File: src/fdsa_pkg.sv
package fdsa_pkg;

    localparam int DIR_ENTRIES      = 16;
    localparam int NAME_CHARS       = 6;
    localparam int MAX_FILE_SECTORS = 26;
    localparam int DISK_SECTORS     = 256;

    localparam int NAME_W   = 8 * NAME_CHARS;
    localparam int OP_W     = 2;
    localparam int CNT_W    = 5;
    localparam int STAT_W   = 3;
    localparam int SECNUM_W = 8;
    localparam int CFG_W    = 9;
    localparam int EIDX_W   = 4;

    localparam logic [OP_W-1:0] OP_LOOKUP = 2'd0;
    localparam logic [OP_W-1:0] OP_CREATE = 2'd1;
    localparam logic [OP_W-1:0] OP_DELETE = 2'd2;

    localparam logic [STAT_W-1:0] STAT_OK        = 3'd0;
    localparam logic [STAT_W-1:0] STAT_NOT_FOUND = 3'd1;
    localparam logic [STAT_W-1:0] STAT_EXISTS    = 3'd2;
    localparam logic [STAT_W-1:0] STAT_DIR_FULL  = 3'd3;
    localparam logic [STAT_W-1:0] STAT_DISK_FULL = 3'd4;

    localparam logic [CFG_W-1:0] RESERVED_RESET = 9'd3;

    typedef struct packed {
        logic [OP_W-1:0]   op;
        logic              empty_name;
        logic [NAME_W-1:0] key;
        logic [CNT_W-1:0]  want;
    } req_t;

endpackage

File: src/fdsa_front.sv
module fdsa_front
(
    input  logic                          req_valid,
    output logic                          req_stall,
    input  logic [fdsa_pkg::OP_W-1:0]     opcode,
    input  logic [47:0]                   file_name,
    input  logic [fdsa_pkg::CNT_W-1:0]    sector_count,
    input  logic                          q_full,
    output logic                          q_push,
    output fdsa_pkg::req_t                q_data
);

    logic [fdsa_pkg::NAME_W-1:0] key;
    logic                        ended;

    // The name ends at the first zero byte; later bytes are dropped.
    always_comb
    begin
        key   = '0;
        ended = 1'b0;
        for (int j = 0; j < fdsa_pkg::NAME_CHARS; j++)
        begin
            if (file_name[8*j +: 8] == 8'd0)
            begin
                ended = 1'b1;
            end
            if (!ended)
            begin
                key[8*j +: 8] = file_name[8*j +: 8];
            end
        end
    end

    assign req_stall = q_full;

    // Unknown opcodes are taken and dropped here.
    assign q_push = req_valid && !q_full &&
                    (opcode == fdsa_pkg::OP_LOOKUP || opcode == fdsa_pkg::OP_CREATE ||
                     opcode == fdsa_pkg::OP_DELETE);

    always_comb
    begin
        q_data.op         = opcode;
        q_data.empty_name = (key[7:0] == 8'd0);
        q_data.key        = key;
        if (sector_count > fdsa_pkg::CNT_W'(fdsa_pkg::MAX_FILE_SECTORS))
        begin
            q_data.want = fdsa_pkg::CNT_W'(fdsa_pkg::MAX_FILE_SECTORS);
        end
        else
        begin
            q_data.want = sector_count;
        end
    end

endmodule

File: config.mk
export PLATFORM = sky130hd
export DESIGN_NAME = fdsa_front
export DESIGN_NICKNAME = d
export VERILOG_FILES = /design/src/fdsa_pkg.sv /design/src/fdsa_front.sv
export SDC_FILE = /design/constraint.sdc
export NUM_CORES = 1
export LEC_CHECK = 0
export BUFFER_PORTS_ARGS = -buffer_cell sky130_fd_sc_hd__buf_2
export CAP_MARGIN = 20
export CORE_UTILIZATION = 27
export DETAILED_ROUTE_END_ITERATION = 8
export GPL_TIMING_DRIVEN = 1
export PLACE_DENSITY = 0.92
export SETUP_SLACK_MARGIN = 0.02
export SLEW_MARGIN = 10
export SYNTH_ARGS = -nofsm -noshare
export SYNTH_HDL_FRONTEND = slang
export SYNTH_SLANG_ARGS = --single-unit
File: constraint.sdc
create_clock -name vclk -period 3.9
set_clock_uncertainty 0.1 [all_clocks]
set_input_delay 0.78 -clock vclk [all_inputs]
set_output_delay 0.78 -clock vclk [all_outputs]
set_load 0.03 [all_outputs]
==> Word level (Yosys, flattened, before mapping) <==
Cells that the tools add are included.
{ "totals": {"out_inout_bits": 58, "regBits": 0, "in_bits": 57, "wordCells": 29} }
{ "classes": {"n_eq_ne": 2, "n_mux": 13, "magnitude_cmp": 1, "n_reduce_logical": 13} }
{ "op_table": {"columns": ["cell", "count"], "rows": [
  ["$logic_not A8 Y1", 7],
  ["$mux W8", 6],
  ["$mux W1", 6],
  ["$gt A5 B5 Y1 const B", 1],
  ["$mux W5", 1],
  ["$eq A2 B1 Y1 const B", 1],
  ["$eq A2 B2 Y1 const B", 1],
  ["$logic_and A1 B1 Y1", 2],
  ["$logic_not A2 Y1", 1],
  ["$logic_or A1 B1 Y1", 2],
  ["$logic_not A1 Y1", 1]
]} }

==> Longest topological paths before layout <==
Gate-level depths: netlist of run 1.
{ "logic_depth": {"word_depth": 8, "ltp_mapped": 6} }

==> Least setup slack after synthesis of run 1 <==
No wires, ideal clock.
{ "synth_timing": {"path_type": "input to output", "from": "input file_name[3]", "to": "output q_data[37] (netlist bit)", "path_slack_ns": 0.956, "cell_stages": 5, "n_path_buf": 1, "t_arrival_ns": 2.064, "cell_sequence": "nor4_1 > nand2_1 > nand3_2 > buf_4 > nor3b_1"} }
{ "synth_rtl": {"columns": ["item", "line", "rtl"], "rows": [
  ["from (decl)", "fdsa_front.sv:6", "input logic [47:0] file_name,"],
  ["to (decl)", "fdsa_front.sv:10", "output fdsa_pkg::req_t q_data"]
]} }

==> impl_metrics.ini, run 1 <==
[outcome]
status = complete, no violations

[setup_path]
required_ns = 3.02
slowest_delay_ns = 0.57
critPathMostFrequentCell = buf_2
crit_fanout = 16
cp.arrival_ns = 2.04
cp-end-kind = primary output
crit_family = simple AND/OR/NAND/NOR gates
timing.critical_path.cells = buf_2 > or4_1 > nor2_4 > nor3b_1 > buf_2
critPathBufInv = 2
cp-start-kind = input pin
crit_slowest_cell = or4_1
crit_type = input pin to primary output

[placed_design]
placed_cell_area_um2 = 1050
place_congestion = 0.721
pre_cts_ws_ns = 0.968
placed_cells = 212
port_buffers = 115

[floorplan]
core_area_um2 = 1780
die_y_um = 46.5
dieWidth_um = 46.5
die-area_um2 = 2170
boundaryPins = 115
start_util = 0.300
rows = 15

[clock_network]
cts_hold_buf = 0
post-cts-setup-buffer-count = 0
post_cts_resized = 0

[finish]
design_area_um2 = 1050
syn2layout_area_growth_pct = 96.5
nClkBuffers = 0
drive_gt1_frac = 0.652
multiInputGateArea_um2 = 438
utilization = 0.590
ff_latch_area_um2 = 0
n_fill_cell = 187
nNetsFinal = 246
final_cells = 212
seq_cells = 0
antennaDiodeCount = 0

[global_route]
first_global_vias = 775
grt_antenna_before_repair = 0
grt_max_degree = 17
grt_pass1_wl_um = 2950
gr-total-overflow = 0
grt_use_total = 0.177

[sta]
final-setup-viol-count = 0
min_period_ns = 2.92
slew-limit-headroom = 0.684
setup_tns_ns = 0
drv_slew = 0
fmax_mhz = 343
hold_viol = 0
worstMarginPinSlew_ns = 0.473
rsz0062_at_grt = false
holdWs_ns = 1.73
fin_crit_sh = 0.748
worst_slack_ns = 0.982

[synthesis]
synth_most_common_cell = and2_1
ys_top_cells_by_area = and2_1 20%, nor3b_1 11%, and3_1 9.3%
synth_top_cell_by_area = and2_1
muxShareOfSynthArea = 0
avgSynthCellArea_um2 = 6.09
yosys_warnings = 0
synth_fp_nets = 145
synth_compound_area_frac = 0.0748
yosysUniqueCellTypes = 21
synth_top_area_frac = 0.199
synth_cells = 88
yosys.area_share.simple = 0.743
synthAdderAreaFrac = 0
synth_common_cells = 17 x and2_1, 12 x nand2_1, 10 x clkbuf_1
netlist_area_um2 = 536
synth_xor_xnor_area_share = 0
synth_top_family_by_area = simple AND/OR/NAND/NOR gates
seq_area_frac_synth = 0

[pwr]
power_frac_comb = 1.000
power_switching_uw = 101
power_density_nw_per_um2 = 149
leakage_nw = 0.640
ir_drop_mv = 0.0987
seqPwrFrac = 0
cell_internal_pwr_uw = 55.9
clkPwrFrac = 0
total_power_uw = 157
swShare = 0.643

[routing]
avgRoutedWirePerCell_um = 10.3
totalWireLength_um = 2180
drt-initial-drc-count = 10
dr.pass1.iters = 4
vias_per_cell = 4.63
route.detailed.drc = 0
ant_nets = 0
vias = 981

[job]
cap_violations = 0

[worst_hold_path]
hp-class = input pin to primary output
-- final cells by class --
type / count / share of cell area
inverter: 2 / 0.00713
timing repair buffer: 115 / 0.547
multi-input combinational: 70 / 0.416
tap: 25 / 0.0297
-- cell usage in the layout, fill, tap and decap left out --
cell / count
nand3_2: 1
nor3_1: 8
a21oi_2: 1
inv_2: 1
inv_1: 1
buf_2: 115
and3_1: 8
nor3b_1: 8
and2_1: 17
a21boi_0: 1
or4_4: 1
a211oi_1: 1
o211ai_1: 1
nor4_2: 1
or4_1: 1
nand2_1: 12
nor2_4: 1
a31o_2: 1
nor4_1: 7
-- power groups by stage --
stage	Sequential (mW)	Clock, mW	Combinational (mW)
2_1_floorplan	0	0	0.0984
3_3_place_gp	0	0	0.156
3_5_place_dp	0	0	0.157
4_1_cts	0	0	0.158
5_1_grt	0	0	0.168
6_report	0	0	0.157
-- logic make-up (layout without fill, tap and decap cells) --
kind of cell           after synthesis  after routing
AO/OA/AOI/OAI                        5              5
buffers and inverters               18            117
AND/OR/NAND/NOR                     65             65
-- routing by layer --
layer,vias up,global-route usage,part of all wire
li1,502,-,-
met1,420,0.184,0.34
met2,57,0.381,0.56
met3,2,0.00392,0.093
met4,0,0.0235,0.0060
met5,-,0,0
-- worst paths after layout --
check / from / to / cells after the start
min: file_name[1] / q_data[6] / 2
max: file_name[24] / q_data[42] / 5
Power figures use the tool's default switching activity.
==> inputs of run 2 (changes only) <==
CORE_UTILIZATION = 23   (was 27)
PLACE_DENSITY = 0.84   (was 0.92)
clock period = 2.45 ns   (was 3.9 ns; I/O delays follow)
==> run 2 against run 1 <==
  * Sequential share of layout area is the same
  * Global-route usage shrank 3.3 points
  * Via count is the same
  * Combinational power grew 59%
  * Critical path type unchanged
  * Highest routed layer is now met3
==> impl_metrics.ini, run 2 (synthesis results as in run 1) <==
[floorplan]
core_area_um2 = 2210
die-area_um2 = 2530
start_util = 0.242
dieWidth_um = 50.3
die_y_um = 50.3
rows = 17
boundaryPins = 115

[sta]
fmax_mhz = 422
holdWs_ns = 1.15
drv_slew = 0
rsz0062_at_grt = true
final-setup-viol-count = 0
worstMarginPinSlew_ns = 0.465
fin_crit_sh = 0.967
hold_viol = 0
min_period_ns = 2.37
slew-limit-headroom = 0.690

[finish]
nNetsFinal = 248
drive_gt1_frac = 0.667
antennaDiodeCount = 0
ff_latch_area_um2 = 0
most-common-layout-cells = 115 x buf_2, 17 x and2_1, 11 x nand2_1
nClkBuffers = 0
syn2layout_area_growth_pct = 102
seq_cells = 0
layout_commonest_cell = buf_2
utilization = 0.488

[pwr]
power_density_nw_per_um2 = 231
ir_drop_mv = 0.134
leakage_nw = 0.651

[setup_path]
required_ns = 1.86
cp.arrival_ns = 1.78
worstSetupEndpoint = q_data[38]
cp-end-kind = primary output
crit_type = input pin to primary output
crit_fanout = 16
cp-start-kind = input pin
startpoint = file_name[24]

[global_route]
met3_usage = 0.00606
grt_use_total = 0.144
grt_util_met1 = 0.172
first_global_vias = 742
grt_antenna_before_repair = 0
grt-busiest-layer = met2
gr-total-overflow = 0
grt_pass1_wl_um = 2990
grt_max_degree = 17
grt_util_met2 = 0.291

[placed_design]
place_congestion = 0.701
port_buffers = 115
dp_hpwl_um = 1780

[routing]
vias = 981
vias_per_cell = 4.52
avgRoutedWirePerCell_um = 9.30
totalWireLength_um = 2020
route.detailed.drc = 0
ant_nets = 0
drt-initial-drc-count = 14
dr.pass1.iters = 4

[worst_hold_path]
hp-class = input pin to primary output

[outcome]
status = complete, no violations

[job]
cap_violations = 0
[run 2: how the worst min path moves through the flow]
stage          cells past startpoint  slack, ns         end          from
6_report                           2       1.15  q_data[10]  file_name[5]
5_1_grt                            2       1.15  q_data[54]     opcode[0]
4_1_cts                            2       1.15   q_data[5]  file_name[0]
3_5_place_dp                       2       1.15  q_data[10]  file_name[5]
3_3_place_gp                       2       1.15  q_data[11]  file_name[6]
2_1_floorplan                      1       0.99      q_push        q_full
[run 2: layer usage]
| metal | vias to the layer above | wire length [µm] |
|---|---|---|
| li1 | 505 | - |
| met3 | 0 | 208 |
| met2 | 64 | 1000 |
| met5 | - | 0 |
| met1 | 412 | 811 |
| met4 | 0 | 0 |
[run 2: final cells by class]
| type | count | area [µm²] |
|---|---|---|
| fillers | 238 | 1130 |
| inverters | 2 | 7.51 |
| multi-input cells | 70 | 447 |
| well taps | 28 | 35.0 |
| repair buffers | 117 | 591 |
[run 2: metrics by stage]
stage / instance area (µm²) / worst slack (ns) / power [mW] / cells / TNS (ns)
floorplan: 536 / 0.0855 / 0.157 / 88 / 0
global placement: 1070 / 0.0921 / 0.248 / 217 / 0
detailed placement: 1070 / 0.0950 / 0.249 / 217 / 0
CTS: 1070 / 0.0883 / 0.250 / 217 / 0
global route: 1080 / -0.00305 / 0.265 / 217 / -0.00305
finish: 1080 / 0.0808 / 0.250 / 217 / 0
[run 2: repair_timing]
| item | CTS | global route |
|---|---|---|
| setup endpoints to repair | 0 | 32 |
| gates resized for setup | 0 | 2 |
| buffers inserted | 0 | 0 |
| hold buffers | 0 | 0 |
[run 2: where the power goes]
part,switching (mW),internal (mW)
Sequential,0,0
Clock,0,0
Combinational,0.160,0.0898
Total,0.160,0.0898
[run 2: critical path, cell delays in order]
cell	delay, ns
buf_2	0.11
or4_1	0.57
nor2_4	0.31
nor3b_1	0.11
buf_2	0.19
==> inputs of run 3 (changes only) <==
CORE_MARGIN = 2   (was not set)
TNS_END_PERCENT = 10   (was not set)
==> run 3 against run 2 <==
  * Utilization is 0.85 points higher
  * Critical path depth is 2 higher
  * Via count is 1.9% higher
  * Sequential cell count stayed put
  * Clock-buffer cell count stayed put
  * Die area is 8.1% higher
  * Worst hold slack worse by 0.0011 ns
  * Worst setup slack better by 0.059 ns
  * Cell count is 0.92% higher
  * Power hardly changed
  * Final area is 1.7% higher
  * Critical path type unchanged
  * Critical endpoint is now q_data[46]
==> impl_metrics.ini, run 3 (synthesis results as in run 1) <==
[sta]
setup_tns_ns = 0
holdWs_ns = 1.15
rsz0062_at_grt = false
fmax_mhz = 433
min_period_ns = 2.31
worst_slack_ns = 0.140
worstMarginPinSlew_ns = 0.467
slew-limit-headroom = 0.689
final-setup-viol-count = 0
fin_crit_sh = 0.943
hold_viol = 0
drv_slew = 0

[global_route]
grt_pass1_wl_um = 3170
grt_use_total = 0.141
gr-total-overflow = 0
grt_max_degree = 17
first_global_vias = 846
grt_antenna_before_repair = 0

[routing]
route.detailed.drc = 0
met3_length_um = 232
wl_met1_um = 838
vias_per_cell = 4.57
dr.pass1.iters = 4
ant_nets = 0
totalWireLength_um = 2200
vias = 1000
highest_layer = met3
routed-wl-met2_um = 1130
drt-initial-drc-count = 5
avgRoutedWirePerCell_um = 10.1

[finish]
ff_latch_area_um2 = 0
nNetsFinal = 250
drive_gt1_frac = 0.660
most-common-layout-cells = 115 x buf_2, 17 x and2_1, 12 x nand2_1
seq_cells = 0
syn2layout_area_growth_pct = 105
n_fill_cell = 246
antennaDiodeCount = 0
design_area_um2 = 1100
nClkBuffers = 0
layout_commonest_cell = buf_2

[floorplan]
dieWidth_um = 52.3
boundaryPins = 115
die-area_um2 = 2730
start_util = 0.242
core_area_um2 = 2210
die_y_um = 52.3
rows = 17

[clock_network]
cts_hold_buf = 0
post_cts_resized = 0
post-cts-setup-buffer-count = 0

[pwr]
ir_drop_mv = 0.136
power_density_nw_per_um2 = 228
leakage_nw = 0.662

[worst_hold_path]
hp-start = file_name[2]
holdPathStages = 2
hp-class = input pin to primary output
hold_path_end = q_data[7]

[placed_design]
placed_cell_area_um2 = 1080
port_buffers = 115
dp_hpwl_um = 1970
place_congestion = 0.726
pre_cts_ws_ns = 0.0789

[outcome]
status = complete, no violations

[setup_path]
cp-start-kind = input pin
cp.arrival_ns = 1.72
crit_fanout = 16
required_ns = 1.86
cp-end-kind = primary output
crit_type = input pin to primary output

[job]
cap_violations = 0
-- run 3: changes by cell type in the layout (fill, tap and decap cells not counted) --
cell	delta
nand2_1	+1
buf_12	+1
nor4_1	+1
nand2_2	-1
nor4_2	-1
buf_4	+1
-- run 3: power breakdown --
part           switching, mW  leakage [nW]  internal, mW  total (mW)
clock                      0             0             0           0
sequential                 0             0             0           0
combinational          0.160         0.662        0.0899       0.250
-- run 3: per-stage QoR --
step | utilization | std cells | power [mW]
6_report | 0.497 | 219 | 0.250
5_1_grt | 0.497 | 219 | 0.266
4_1_cts | 0.488 | 218 | 0.251
3_5_place_dp | 0.488 | 218 | 0.251
3_3_place_gp | 0.488 | 218 | 0.248
2_1_floorplan | - | 88 | 0.157
-- run 3: cell type report --
| cell class | instances | area, µm² | area share |
|---|---|---|---|
| repair buffers | 119 | 618 | 0.563 |
| multi-input cells | 70 | 438 | 0.399 |
| well taps | 28 | 35.0 | 0.0319 |
| inverters | 2 | 7.51 | 0.00683 |
-- run 3: how the worst max path moves through the flow --
stage / from / endpoint / slack (ns) / depth (start not counted)
detailed placement: file_name[24] / q_data[41] / 0.08 / 5
global placement: file_name[24] / q_data[37] / 0.09 / 5
floorplan: file_name[3] / q_data[37] / 0.09 / 5
finish: file_name[8] / q_data[46] / 0.14 / 7
CTS: file_name[24] / q_data[46] / 0.08 / 5
global route: file_name[8] / q_data[46] / 0.03 / 7
-- run 3: critical path, stage by stage --
cell,delay [ns]
buf_2,0.10
nor4_1,0.32
buf_4,0.18
nand2_1,0.06
nand3_2,0.26
nor3_1,0.11
buf_2,0.19
-- run 3: per-layer routing --
metal	vias up	global-route usage
li1	508	-
met4	0	0
met1	427	0.160
met5	-	0
met3	0	0
met2	65	0.306
