--- config.mk ---
export PLATFORM = sky130hd
export DESIGN_NAME = fdsa_queue
export DESIGN_NICKNAME = d
export VERILOG_FILES = /design/src/fdsa_pkg.sv /design/src/fdsa_queue.sv
export SDC_FILE = /design/constraint.sdc
export NUM_CORES = 1
export LEC_CHECK = 0
export BUFFER_PORTS_ARGS = -buffer_cell sky130_fd_sc_hd__buf_2
export CAP_MARGIN = 20
export CORE_UTILIZATION = 47
export DETAILED_ROUTE_END_ITERATION = 6
export GPL_TIMING_DRIVEN = 0
export PLACE_DENSITY = 0.86
export RECOVER_POWER = 25
export SYNTH_ARGS = -nofsm -noshare
export SYNTH_HDL_FRONTEND = slang
export SYNTH_SLANG_ARGS = --single-unit
--- constraint.sdc ---
create_clock -name clk -period 2.1 [get_ports clk]
set_input_delay 0.105 -clock clk [delete_from_list [all_inputs] [get_ports clk]]
set_output_delay 0.105 -clock clk [all_outputs]
set_load 0.005 [all_outputs]
--- src/fdsa_pkg.sv ---
package fdsa_pkg;

    localparam int DIR_ENTRIES      = 16;
    localparam int NAME_CHARS       = 6;
    localparam int MAX_FILE_SECTORS = 26;
    localparam int DISK_SECTORS     = 256;

    localparam int NAME_W   = 8 * NAME_CHARS;
    localparam int OP_W     = 2;
    localparam int CNT_W    = 5;
    localparam int STAT_W   = 3;
    localparam int SECNUM_W = 8;
    localparam int CFG_W    = 9;
    localparam int EIDX_W   = 4;

    localparam logic [OP_W-1:0] OP_LOOKUP = 2'd0;
    localparam logic [OP_W-1:0] OP_CREATE = 2'd1;
    localparam logic [OP_W-1:0] OP_DELETE = 2'd2;

    localparam logic [STAT_W-1:0] STAT_OK        = 3'd0;
    localparam logic [STAT_W-1:0] STAT_NOT_FOUND = 3'd1;
    localparam logic [STAT_W-1:0] STAT_EXISTS    = 3'd2;
    localparam logic [STAT_W-1:0] STAT_DIR_FULL  = 3'd3;
    localparam logic [STAT_W-1:0] STAT_DISK_FULL = 3'd4;

    localparam logic [CFG_W-1:0] RESERVED_RESET = 9'd3;

    typedef struct packed {
        logic [OP_W-1:0]   op;
        logic              empty_name;
        logic [NAME_W-1:0] key;
        logic [CNT_W-1:0]  want;
    } req_t;

endpackage

--- src/fdsa_queue.sv ---
module fdsa_queue
(
    input  logic           clk,
    input  logic           rst_n,
    input  logic           push,
    input  fdsa_pkg::req_t push_data,
    input  logic           pop,
    output fdsa_pkg::req_t head,
    output logic           full,
    output logic           empty
);

    fdsa_pkg::req_t slot_reg [2];
    logic           wr_ptr_reg, wr_ptr_next;
    logic           rd_ptr_reg, rd_ptr_next;
    logic [1:0]     fill_reg, fill_next;

    assign full  = (fill_reg == 2'd2);
    assign empty = (fill_reg == 2'd0);
    assign head  = slot_reg[rd_ptr_reg];

    always_comb
    begin
        wr_ptr_next = wr_ptr_reg ^ push;
        rd_ptr_next = rd_ptr_reg ^ pop;
        fill_next   = fill_reg + {1'b0, push} - {1'b0, pop};
    end

    always_ff @(posedge clk or negedge rst_n)
    begin
        if (!rst_n)
        begin
            wr_ptr_reg <= 1'b0;
            rd_ptr_reg <= 1'b0;
            fill_reg   <= 2'd0;
        end
        else
        begin
            wr_ptr_reg <= wr_ptr_next;
            rd_ptr_reg <= rd_ptr_next;
            fill_reg   <= fill_next;
        end
    end

    always_ff @(posedge clk)
    begin
        if (push)
        begin
            slot_reg[wr_ptr_reg] <= push_data;
        end
    end

endmodule

# Word level (Yosys, flattened, before mapping)
# Memory sizes are Yosys's and may differ from the RTL's.
# Cells that the tools add are included.
# word_totals
ff_bits	4
mem_bits_rw	112
out_inout_bits	58
elab_cells	12
n_memories	1
# classes
add_sub_neg	2
eq_ne	1
n_mux	2
bitwise_logic	2
n_reduce_logical	1
# mem_list
name	words	word_bits	read_ports	rd_clocked_by_memory_dff	write_ports	line	source
slot_reg	2	56	1	0	1	fdsa_queue.sv:13	fdsa_pkg::req_t slot_reg [2];
# ops
op	count
$add A2 B1 Y2	1
$eq A2 B2 Y1 const B	1
$logic_not A2 Y1	1
$mux W1	2
$sub A2 B1 Y2	1
$xor A1 B1 Y1	2

# Longest topological paths before layout
# Gate-level depths: netlist of run 1.
# depth
word_depth	2
ltp_mapped	5

# Least setup slack after synthesis of run 1
# OpenSTA, ideal clock, no wires.
# synth_path
path_type	reg-to-reg
startpoint	register wr_ptr_reg
endpoint	memory slot_reg[0][0] (netlist name), enable pin
arrival_time_ns	1.780
required_ns	1.680
path_slack_ns	-0.100
stages_incl_launch_ff	3
path_buffers	0
synth_period_minus_slack_ns	2.200
path_cell_list	dfrtp_1 -> inv_1 -> ha_1
# synth_lines
element	line	source
from (decl)	fdsa_queue.sv:14	logic wr_ptr_reg, wr_ptr_next;
from (signal assigned)	fdsa_queue.sv:39	wr_ptr_reg <= wr_ptr_next;
to (decl)	fdsa_queue.sv:13	
# No word-level cell before the write port.

==> flow_metrics.py, run 1 <==
metrics = {
    "synth": {
        "syn_area_um2": 4370,
        "ys_warn_count": 0,
        "ys_seq_area_share_pct": 79.3,
        "synth_nets": 254,
        "synth_cells": 190,
        "yosys.area.top_type": "edfxtp_1",
        "synth_top_area_share_pct": 77.0,
        "syn_avg_cell_area_um2": 23.0,
        "ys_ff_latch": 116,
        "ys_top_cells_by_area": "edfxtp_1 (77%), mux2_4 (10%), mux2_2 (6.7%)",
        "yosysUniqueCellTypes": 12,
    },
    "critical_path": {
        "critPathKind": "flop to primary output",
        "critPathCaptureType": "primary output",
        "rrSetupSlack_ps": 410,
        "cp_max_fo": 10,
        "worstPathArrival_ps": 1700,
        "required_ps": 2000,
        "r2r_cells": 3,
        "cp-start-kind": "flop",
    },
    "grt": {
        "grtUsageMet1_pct": 18.6,
        "grt_pass1_vias": 2675,
        "overflow": 0,
        "grt_max_degree": 31,
        "use_met3_pct": 6.10,
        "track_usage_pct": 18.1,
        "antenna_found_initial": 0,
        "grt_pass1_wl_mm": 12.7,
        "busiest_layer": "met2",
        "met2_usage_pct": 33.6,
    },
    "clock_tree": {
        "cts_setup_buffers": 0,
        "cts_resized": 0,
        "clock-sinks": 116,
        "cts_root_buf": "clkbuf_8",
        "h-tree-depth": 4,
        "cts_buffers": 17,
        "cts_tree": "done",
        "clk_pin_slew_worst_paths_ps": 60,
        "clock_path_buffers": 2,
        "insertion_delay_ps": 500,
    },
    "timing": {
        "rsz0062_at_grt": "false",
        "fmax_mhz": 555,
        "tightest_slew_ps": 713,
        "finalSetupViolCount": 0,
        "clock_skew_ps": 5.34,
        "timing.final.crit_period_ps": 1800,
        "slew_headroom_pct": 52.4,
        "period_share_pct": 85.8,
        "slew_viol_final": 0,
        "fin_tns_setup_ps": 0,
        "finalHoldViolCount": 0,
    },
    "power": {
        "p_clk_share_pct": 34.4,
        "seq_power_share_pct": 38.8,
        "ir_worst_vdd_uv": 697,
        "p_int_uw": 6140,
        "p_switching_uw": 2140,
        "leakagePower_uw": 0.00248,
        "p_comb_share_pct": 26.8,
        "power-per-cell-area_nw_per_um2": 1310,
        "p_sw_share_pct": 25.8,
    },
    "drt": {
        "drt-vias-per-instance": 4.83,
        "postRouteAntennaNets": 0,
        "vias": 2456,
        "drt_first_iter_violations": 101,
        "wirelength_mm": 8.26,
        "drcViolationCount": 7,
        "wire_per_inst_um": 16.2,
        "drt_pass1_iterations": 7,
    },
    "placed_design": {
        "dp_hpwl_mm": 4.64,
        "place.gp.congestion": 0.639,
        "io_buffer_count": 117,
    },
    "cells_and_area": {
        "drive_above_1_share_pct": 46.9,
        "largest_reg_flops": 112,
        "antennaDiodeCount": 0,
        "nNetsFinal": 452,
        "final_util_pct": 71.2,
        "area_delta_synth_final_pct": 44.1,
    },
    "floorplan": {
        "die_height_um": 98.4,
        "io_pins": 118,
        "die_area_um2": 9690,
        "die_w_um": 98.4,
        "start_util_pct": 49.4,
        "core_um2": 8850,
        "fp-row-count": 34,
    },
    "run_status": {
        "violations": "design-rule violations",
        "status": "finished with violations",
    },
    "job": {
        "max-cap-violations": 0,
    },
    "worst_hold_path": {
        "holdCritPathClass": "primary input to flop",
        "whs_path_depth": 2,
    },
}
==> timing repair <==
| action | 4_1_cts | 5_1_grt |
|---|---|---|
| hold endpoints to repair | 119 | 0 |
| hold buffers | 60 | 0 |
| endpoints found under the setup margin | 0 | 0 |
==> worst paths after layout <==
check,endpoint,start
worst min register to register,wr_ptr_reg$_DFF_PN0_,wr_ptr_reg$_DFF_PN0_
worst min-delay path,slot_reg[1][30]$_DFFE_PP_,push_data[30]
worst max-delay path,head[43],rd_ptr_reg$_DFF_PN0_
min in group asynchronous,fill_reg[0]$_DFF_PN0_,rst_n
worst max register to register,slot_reg[0][33]$_DFFE_PP_,wr_ptr_reg$_DFF_PN0_
max in group asynchronous,rd_ptr_reg$_DFF_PN0_,rst_n
==> power groups by stage <==
stage	logic, µW	registers, µW	clock network [µW]
global placement	2060	3230	0
CTS	2250	3200	2900
detailed placement	2150	3250	0
floorplan	1370	3210	0
finish	2220	3210	2850
global route	2390	3240	3010
==> routing by layer <==
layer,share of wire (%),wire length [µm]
met1,38,3120
met5,0,0
met3,5.1,424
met4,1.4,116
met2,56,4600
==> placed cells by master, fill, tap and decap left out, drive strengths merged <==
master	count
bufinv	3
inv	8
clkinv	3
clkbuf	43
buf	99
mux2	56
nor2b	1
xor3	1
xor2	1
edfxtp	112
nor2	1
clkinvlp	5
dlygate4sd3	60
dfrtp	4
ha	4
==> cell usage after synthesis (all sizes together) <==
master  number
xor3         1
ha           4
dfrtp        4
nor2b        1
nor2         1
buf          6
inv          4
xor2         1
edfxtp     112
mux2        56
==> worst max-delay path, stage by stage (launching register included) <==
cell     delay (ps)
dfrtp_1         370
buf_6           180
buf_6           200
mux2_4          320
buf_2           130
==> area by class of cell <==
class	count	area, µm²
flip-flops and latches	116	3460
fillers	568	2550
repair buffers	179	1190
multi-input cells	64	841
clock buffers	17	414
clock inverters	15	180
well taps	108	135
plain buffers	6	55.1
inverters	4	15.0
==> metrics by stage <==
stage                     worst slack (ps)  std cells  instance area [µm²]  power (µW)  hold WS, ps
after global placement                 109        415                 5090        5290        -89.6
after global routing                   214        509                 6300        8640          294
after detailed placement               365        417                 5130        5400        -82.9
after floorplan                        480        190                 4370        4580         -191
after CTS                              247        509                 6330        8350          300
final                                  299        509                 6300        8270          323
==> kinds of logic after synthesis <==
logic type	count (synthesis)	share of synthesized area, %
adder cells (fa/ha/maj)	4	1.15
XOR/XNOR	2	0.745
multiplexers	56	17.0
AND/OR/NAND/NOR	2	0.229
buffers and inverters	10	1.60
flip-flops	116	79.3
Power figures use the tool's default switching activity.
==> run 2, diff against run 1 <==
Clock period 2.1 ns to 1.57 ns, I/O delays scaled along.
==> run 2 against run 1 <==
Effect of this change: the run ends with design-rule violations, negative setup slack left; sequential cell count stayed put; final cell count increased by 1.2%; core utilization is 3.2 points higher; first-iteration DRC count shrank 17%; via count down 0.77%; critical path depth is the same; sequential power rose by 34%; clock power up 15%; non-clock buffer count up 7; global-route usage shrank 0.48 points; largest power group unchanged.
==> flow_metrics.py, run 2 (synthesis gave the netlist of run 1 again) <==
metrics = {
    "drt": {
        "wire_per_inst_um": 15.9,
        "drcViolationCount": 6,
        "vias": 2437,
        "postRouteAntennaNets": 0,
        "drt-vias-per-instance": 4.73,
        "wirelength_mm": 8.19,
        "drt_first_iter_violations": 84,
        "drt_pass1_iterations": 7,
    },
    "clock_tree": {
        "clock_path_buffers": 2,
        "cts_buffers": 17,
        "cts_root_buf": "clkbuf_8",
        "cts_tree": "done",
        "insertion_delay_ps": 490,
        "clock-sinks": 116,
        "clk_pin_slew_worst_paths_ps": 50,
        "h-tree-depth": 4,
    },
    "critical_path": {
        "cp_max_fo": 10,
        "r2r_cells": 3,
        "cp-start-kind": "flop",
        "worstPathArrival_ps": 1630,
        "timing.rr.start": "wr_ptr_reg$_DFF_PN0_",
        "required_ps": 1490,
        "critPathCaptureType": "primary output",
        "rrSetupSlack_ps": 80,
        "r2r-end": "slot_reg[0][23]$_DFFE_PP_",
        "critPathKind": "flop to primary output",
    },
    "cells_and_area": {
        "largest_reg_flops": 112,
        "fillers": 546,
        "drive_above_1_share_pct": 50.1,
        "design_area_um2": 6580,
        "regArea_um2": 3460,
        "most-common-layout-cells": "edfxtp_1 (112), buf_2 (70), dlygate4sd3_1 (60)",
        "area_delta_synth_final_pct": 50.5,
        "antennaDiodeCount": 0,
        "final_common_cell": "edfxtp_1",
        "multiInputGateArea_um2": 865,
        "nNetsFinal": 459,
    },
    "floorplan": {
        "die_area_um2": 9690,
        "die_height_um": 98.4,
        "io_pins": 118,
        "die_w_um": 98.4,
        "fp-row-count": 34,
        "start_util_pct": 49.4,
        "core_um2": 8850,
    },
    "power": {
        "ir_worst_vdd_uv": 1120,
        "power-per-cell-area_nw_per_um2": 1740,
        "leakagePower_uw": 0.00263,
    },
    "timing": {
        "fin_ws_ps": -139,
        "rsz0062_at_grt": "true",
        "whs_ps": 310,
        "slew_headroom_pct": 70.9,
        "finalSetupViolCount": 56,
        "finalHoldViolCount": 0,
        "clock_skew_ps": 8.11,
        "tightest_slew_ps": 437,
        "slew_viol_final": 0,
        "period_share_pct": 109,
        "timing.final.crit_period_ps": 1710,
        "fmax_mhz": 585,
    },
    "worst_hold_path": {
        "hp-start": "push_data[27]",
        "whs_path_depth": 2,
        "holdCritPathClass": "primary input to flop",
        "hold_end": "slot_reg[0][27]$_DFFE_PP_",
    },
    "grt": {
        "grtUsageMet1_pct": 18.4,
        "track_usage_pct": 17.6,
        "use_met3_pct": 6.45,
        "antenna_found_initial": 0,
        "busiest_layer": "met2",
        "grt_pass1_wl_mm": 12.6,
        "overflow": 0,
        "grt_pass1_vias": 2694,
        "met2_usage_pct": 32.2,
        "grt_max_degree": 57,
    },
    "placed_design": {
        "place.gp.congestion": 0.657,
        "placed_cell_area_um2": 5120,
        "io_buffer_count": 117,
        "dp_hpwl_mm": 4.59,
    },
    "job": {
        "max-cap-violations": 0,
    },
    "run_status": {
        "violations": "design-rule violations, negative setup slack",
        "status": "finished with violations",
    },
}
run 2: worst max-delay path, stage by stage (launching register included):
cell and delay (ps):
dfrtp_1 400, buf_12 160, buf_12 150, mux2_4 310
buf_6 120
run 2: cell type report:
type / count / area share, %
Buffer: 6 / 1.67
Clock buffer: 19 / 6.41
Clock inverter: 12 / 1.39
Inverter: 4 / 0.228
Multi-Input combinational cell: 64 / 13.1
Sequential cell: 116 / 52.7
Tap cell: 108 / 2.05
Timing Repair Buffer: 186 / 22.4
run 2: where the power goes:
group / switching, µW / total (µW) / internal [µW] / leakage [µW]
logic: 1460 / 3830 / 2380 / 0.00128
clock network: 1240 / 3290 / 2050 / 0.000252
registers: 172 / 4290 / 4120 / 0.00110
total: 2860 / 11400 / 8550 / 0.00263
run 2: worst max path at each step:
stage / from / to / slack (ps)
CTS: rd_ptr_reg$_DFF_PN0_ / head[31] / -170
floorplan: wr_ptr_reg$_DFF_PN0_ / slot_reg[1][0]$_DFFE_PP_ / 30
detailed placement: wr_ptr_reg$_DFF_PN0_ / slot_reg[1][29]$_DFFE_PP_ / -30
finish: rd_ptr_reg$_DFF_PN0_ / head[33] / -140
global route: rd_ptr_reg$_DFF_PN0_ / head[1] / -210
global placement: wr_ptr_reg$_DFF_PN0_ / slot_reg[1][27]$_DFFE_PP_ / -330
run 2: routing by layer:
layer	share of wire [%]	vias up
met4	0.90	0
met1	40	1198
met5	0	-
met2	55	73
li1	-	1160
met3	4.3	6
run 2: stage by stage:
| step | utilization (%) | worst slack, ps | setup TNS, ps | power, µW | instances |
|---|---|---|---|---|---|
| 2_1_floorplan | - | 27.2 | 0 | 6140 | 190 |
| 3_3_place_gp | 57.7 | -327 | -18210 | 7080 | 415 |
| 3_5_place_dp | 57.9 | -25.5 | -752 | 7190 | 416 |
| 4_1_cts | 73.5 | -172 | -8290 | 11300 | 514 |
| 5_1_grt | 74.3 | -210 | -10900 | 11900 | 515 |
| 6_report | 74.3 | -139 | -6660 | 11400 | 515 |
run 2: timing repair:
item	in CTS	in global routing
resized for setup	37	12
endpoints found under the hold margin	119	0
pin swaps	0	0
buffers inserted	6	1
hold buffers	60	0
setup endpoints to repair	87	112
gates cloned	1	0
==> run 3, diff against run 2 <==
Settings changed: CORE_ASPECT_RATIO set to 0.5, REMOVE_ABC_BUFFERS set to 1.
==> run 3 against run 2 <==
Effect of this change: the run still ends with design-rule violations, negative setup slack left; fmax grew 2.1%; clock power is 4% lower; critical path depth fell by 1; via count grew 3.0%; die area rose by 0.24%; sequential power is 1% higher; hold slack worse by 280 ps; sequential cell count unchanged; clock-buffer cell count unchanged; register-to-register slack better by 80 ps; largest power group unchanged.
==> flow_metrics.py, run 3 (synthesis gave the netlist of run 1 again) <==
metrics = {
    "timing": {
        "finalSetupViolCount": 56,
        "fin_ws_ps": -104,
        "clock_skew_ps": 10.5,
        "tightest_slew_ps": 345,
        "fin_tns_setup_ps": -3150,
        "whs_ps": 28.2,
        "rsz0062_at_grt": "true",
        "timing.final.crit_period_ps": 1670,
        "slew_viol_final": 0,
        "finalHoldViolCount": 0,
        "fmax_mhz": 597,
        "slew_headroom_pct": 77.0,
        "period_share_pct": 107,
    },
    "critical_path": {
        "timing.rr.start": "wr_ptr_reg$_DFF_PN0_",
        "r2r_cells": 3,
        "critPathKind": "flop to primary output",
        "required_ps": 1490,
        "worstPathArrival_ps": 1600,
        "critPathCaptureType": "primary output",
        "crit_path_start": "rd_ptr_reg$_DFF_PN0_",
        "cp_max_fo": 28,
        "cp-start-kind": "flop",
    },
    "power": {
        "power-per-cell-area_nw_per_um2": 1710,
        "p_clk_share_pct": 29.7,
        "leakagePower_uw": 0.00248,
        "p_comb_share_pct": 29.6,
        "p_sw_share_pct": 26.7,
        "seq_power_share_pct": 40.7,
        "p_int_uw": 7820,
        "finalPower_uw": 10700,
        "ir_worst_vdd_uv": 1090,
        "p_switching_uw": 2850,
    },
    "worst_hold_path": {
        "hp-start": "push",
        "holdCritPathClass": "primary input to flop",
        "whs_path_depth": 2,
    },
    "cells_and_area": {
        "drive_above_1_share_pct": 47.1,
        "design_area_um2": 6240,
        "antennaDiodeCount": 0,
        "final_common_cell": "edfxtp_1",
        "nNetsFinal": 448,
        "largest_reg_flops": 112,
        "area_delta_synth_final_pct": 42.7,
        "most-common-layout-cells": "edfxtp_1 (112), buf_2 (98), dlygate4sd3_1 (58)",
    },
    "clock_tree": {
        "cts_root_buf": "clkbuf_16",
        "h-tree-depth": 4,
        "clock-sinks": 116,
        "cts_tree": "done",
        "insertion_delay_ps": 400,
        "cts_buffers": 17,
        "clk_pin_slew_worst_paths_ps": 50,
        "clock_path_buffers": 2,
    },
    "placed_design": {
        "dp_hpwl_mm": 5.07,
        "io_buffer_count": 117,
        "placed_cell_area_um2": 5090,
        "place.gp.congestion": 0.665,
        "dp_slack_ps": -109,
    },
    "run_status": {
        "violations": "design-rule violations, negative setup slack",
        "status": "finished with violations",
    },
    "grt": {
        "track_usage_pct": 21.5,
        "grt_pass1_vias": 2716,
        "overflow": 0,
        "grt_max_degree": 36,
        "use_met3_pct": 6.17,
        "antenna_found_initial": 0,
        "met2_usage_pct": 39.4,
        "busiest_layer": "met2",
        "grt_pass1_wl_mm": 14.8,
        "grtUsageMet1_pct": 23.1,
    },
    "floorplan": {
        "die_w_um": 138,
        "core_um2": 8860,
        "io_pins": 118,
        "fp-row-count": 24,
        "start_util_pct": 49.3,
        "die_height_um": 70.2,
        "die_area_um2": 9710,
    },
    "drt": {
        "vias": 2511,
        "drt_first_iter_violations": 191,
        "drcViolationCount": 6,
        "drt-vias-per-instance": 4.90,
        "wirelength_mm": 9.65,
        "wire_per_inst_um": 18.8,
        "postRouteAntennaNets": 0,
        "drt_pass1_iterations": 6,
    },
    "job": {
        "max-cap-violations": 0,
    },
}
-- run 3: cell type report --
| class | count | area (µm²) |
|---|---|---|
| Clock buffer | 19 | 433 |
| Clock inverter | 11 | 46.3 |
| Fill cell | 555 | 2620 |
| Inverter | 4 | 15.0 |
| Multi-Input combinational cell | 64 | 865 |
| Sequential cell | 116 | 3470 |
| Tap cell | 117 | 146 |
| Timing Repair Buffer | 181 | 1260 |
-- run 3: path summary, 6_finish.rpt --
path | end | slack [ps]
worst min register to register | fill_reg[1]$_DFF_PN0_ | 620
worst min-delay path | fill_reg[0]$_DFF_PN0_ | 30
min in group asynchronous | wr_ptr_reg$_DFF_PN0_ | 60
worst max-delay path | head[38] | -100
max in group asynchronous | rd_ptr_reg$_DFF_PN0_ | 1300
worst max register to register | slot_reg[0][30]$_DFFE_PP_ | 160
-- run 3: layer usage --
metal / routed length (µm) / up-vias / share of wire (%)
li1: - / 1138 / -
met1: 3660 / 1280 / 38
met2: 5370 / 72 / 56
met3: 390 / 21 / 4.0
met4: 228 / 0 / 2.4
met5: 0 / - / 0
-- run 3: critical path, cell delays in order (launching register included) --
cell	delay, ps
dfrtp_4	450
buf_12	250
mux2_4	330
buf_2	140
-- run 3: per-stage QoR --
stage / instances / utilization (%)
after global placement: 418 / 57.0
final: 512 / 70.4
after CTS: 511 / 70.5
after global routing: 512 / 70.4
after floorplan: 184 / -
after detailed placement: 420 / 57.5
-- run 3: power groups by stage --
stage | combinational [µW] | clock (µW) | sequential [µW]
final | 3160 | 3170 | 4350
after global routing | 3370 | 3370 | 4390
after floorplan | 1520 | 0 | 4560
after detailed placement | 2420 | 0 | 4690
after CTS | 3150 | 3200 | 4340
after global placement | 2070 | 0 | 4580
-- run 3: repair_timing --
item | 4_1_cts | 5_1_grt
buffers inserted | 3 | 1
endpoints found under the setup margin | 126 | 59
cloned | 0 | 0
resized for setup | 5 | 0
hold buffers | 58 | 0
endpoints found under the hold margin | 117 | 0
pin swaps | 0 | 0
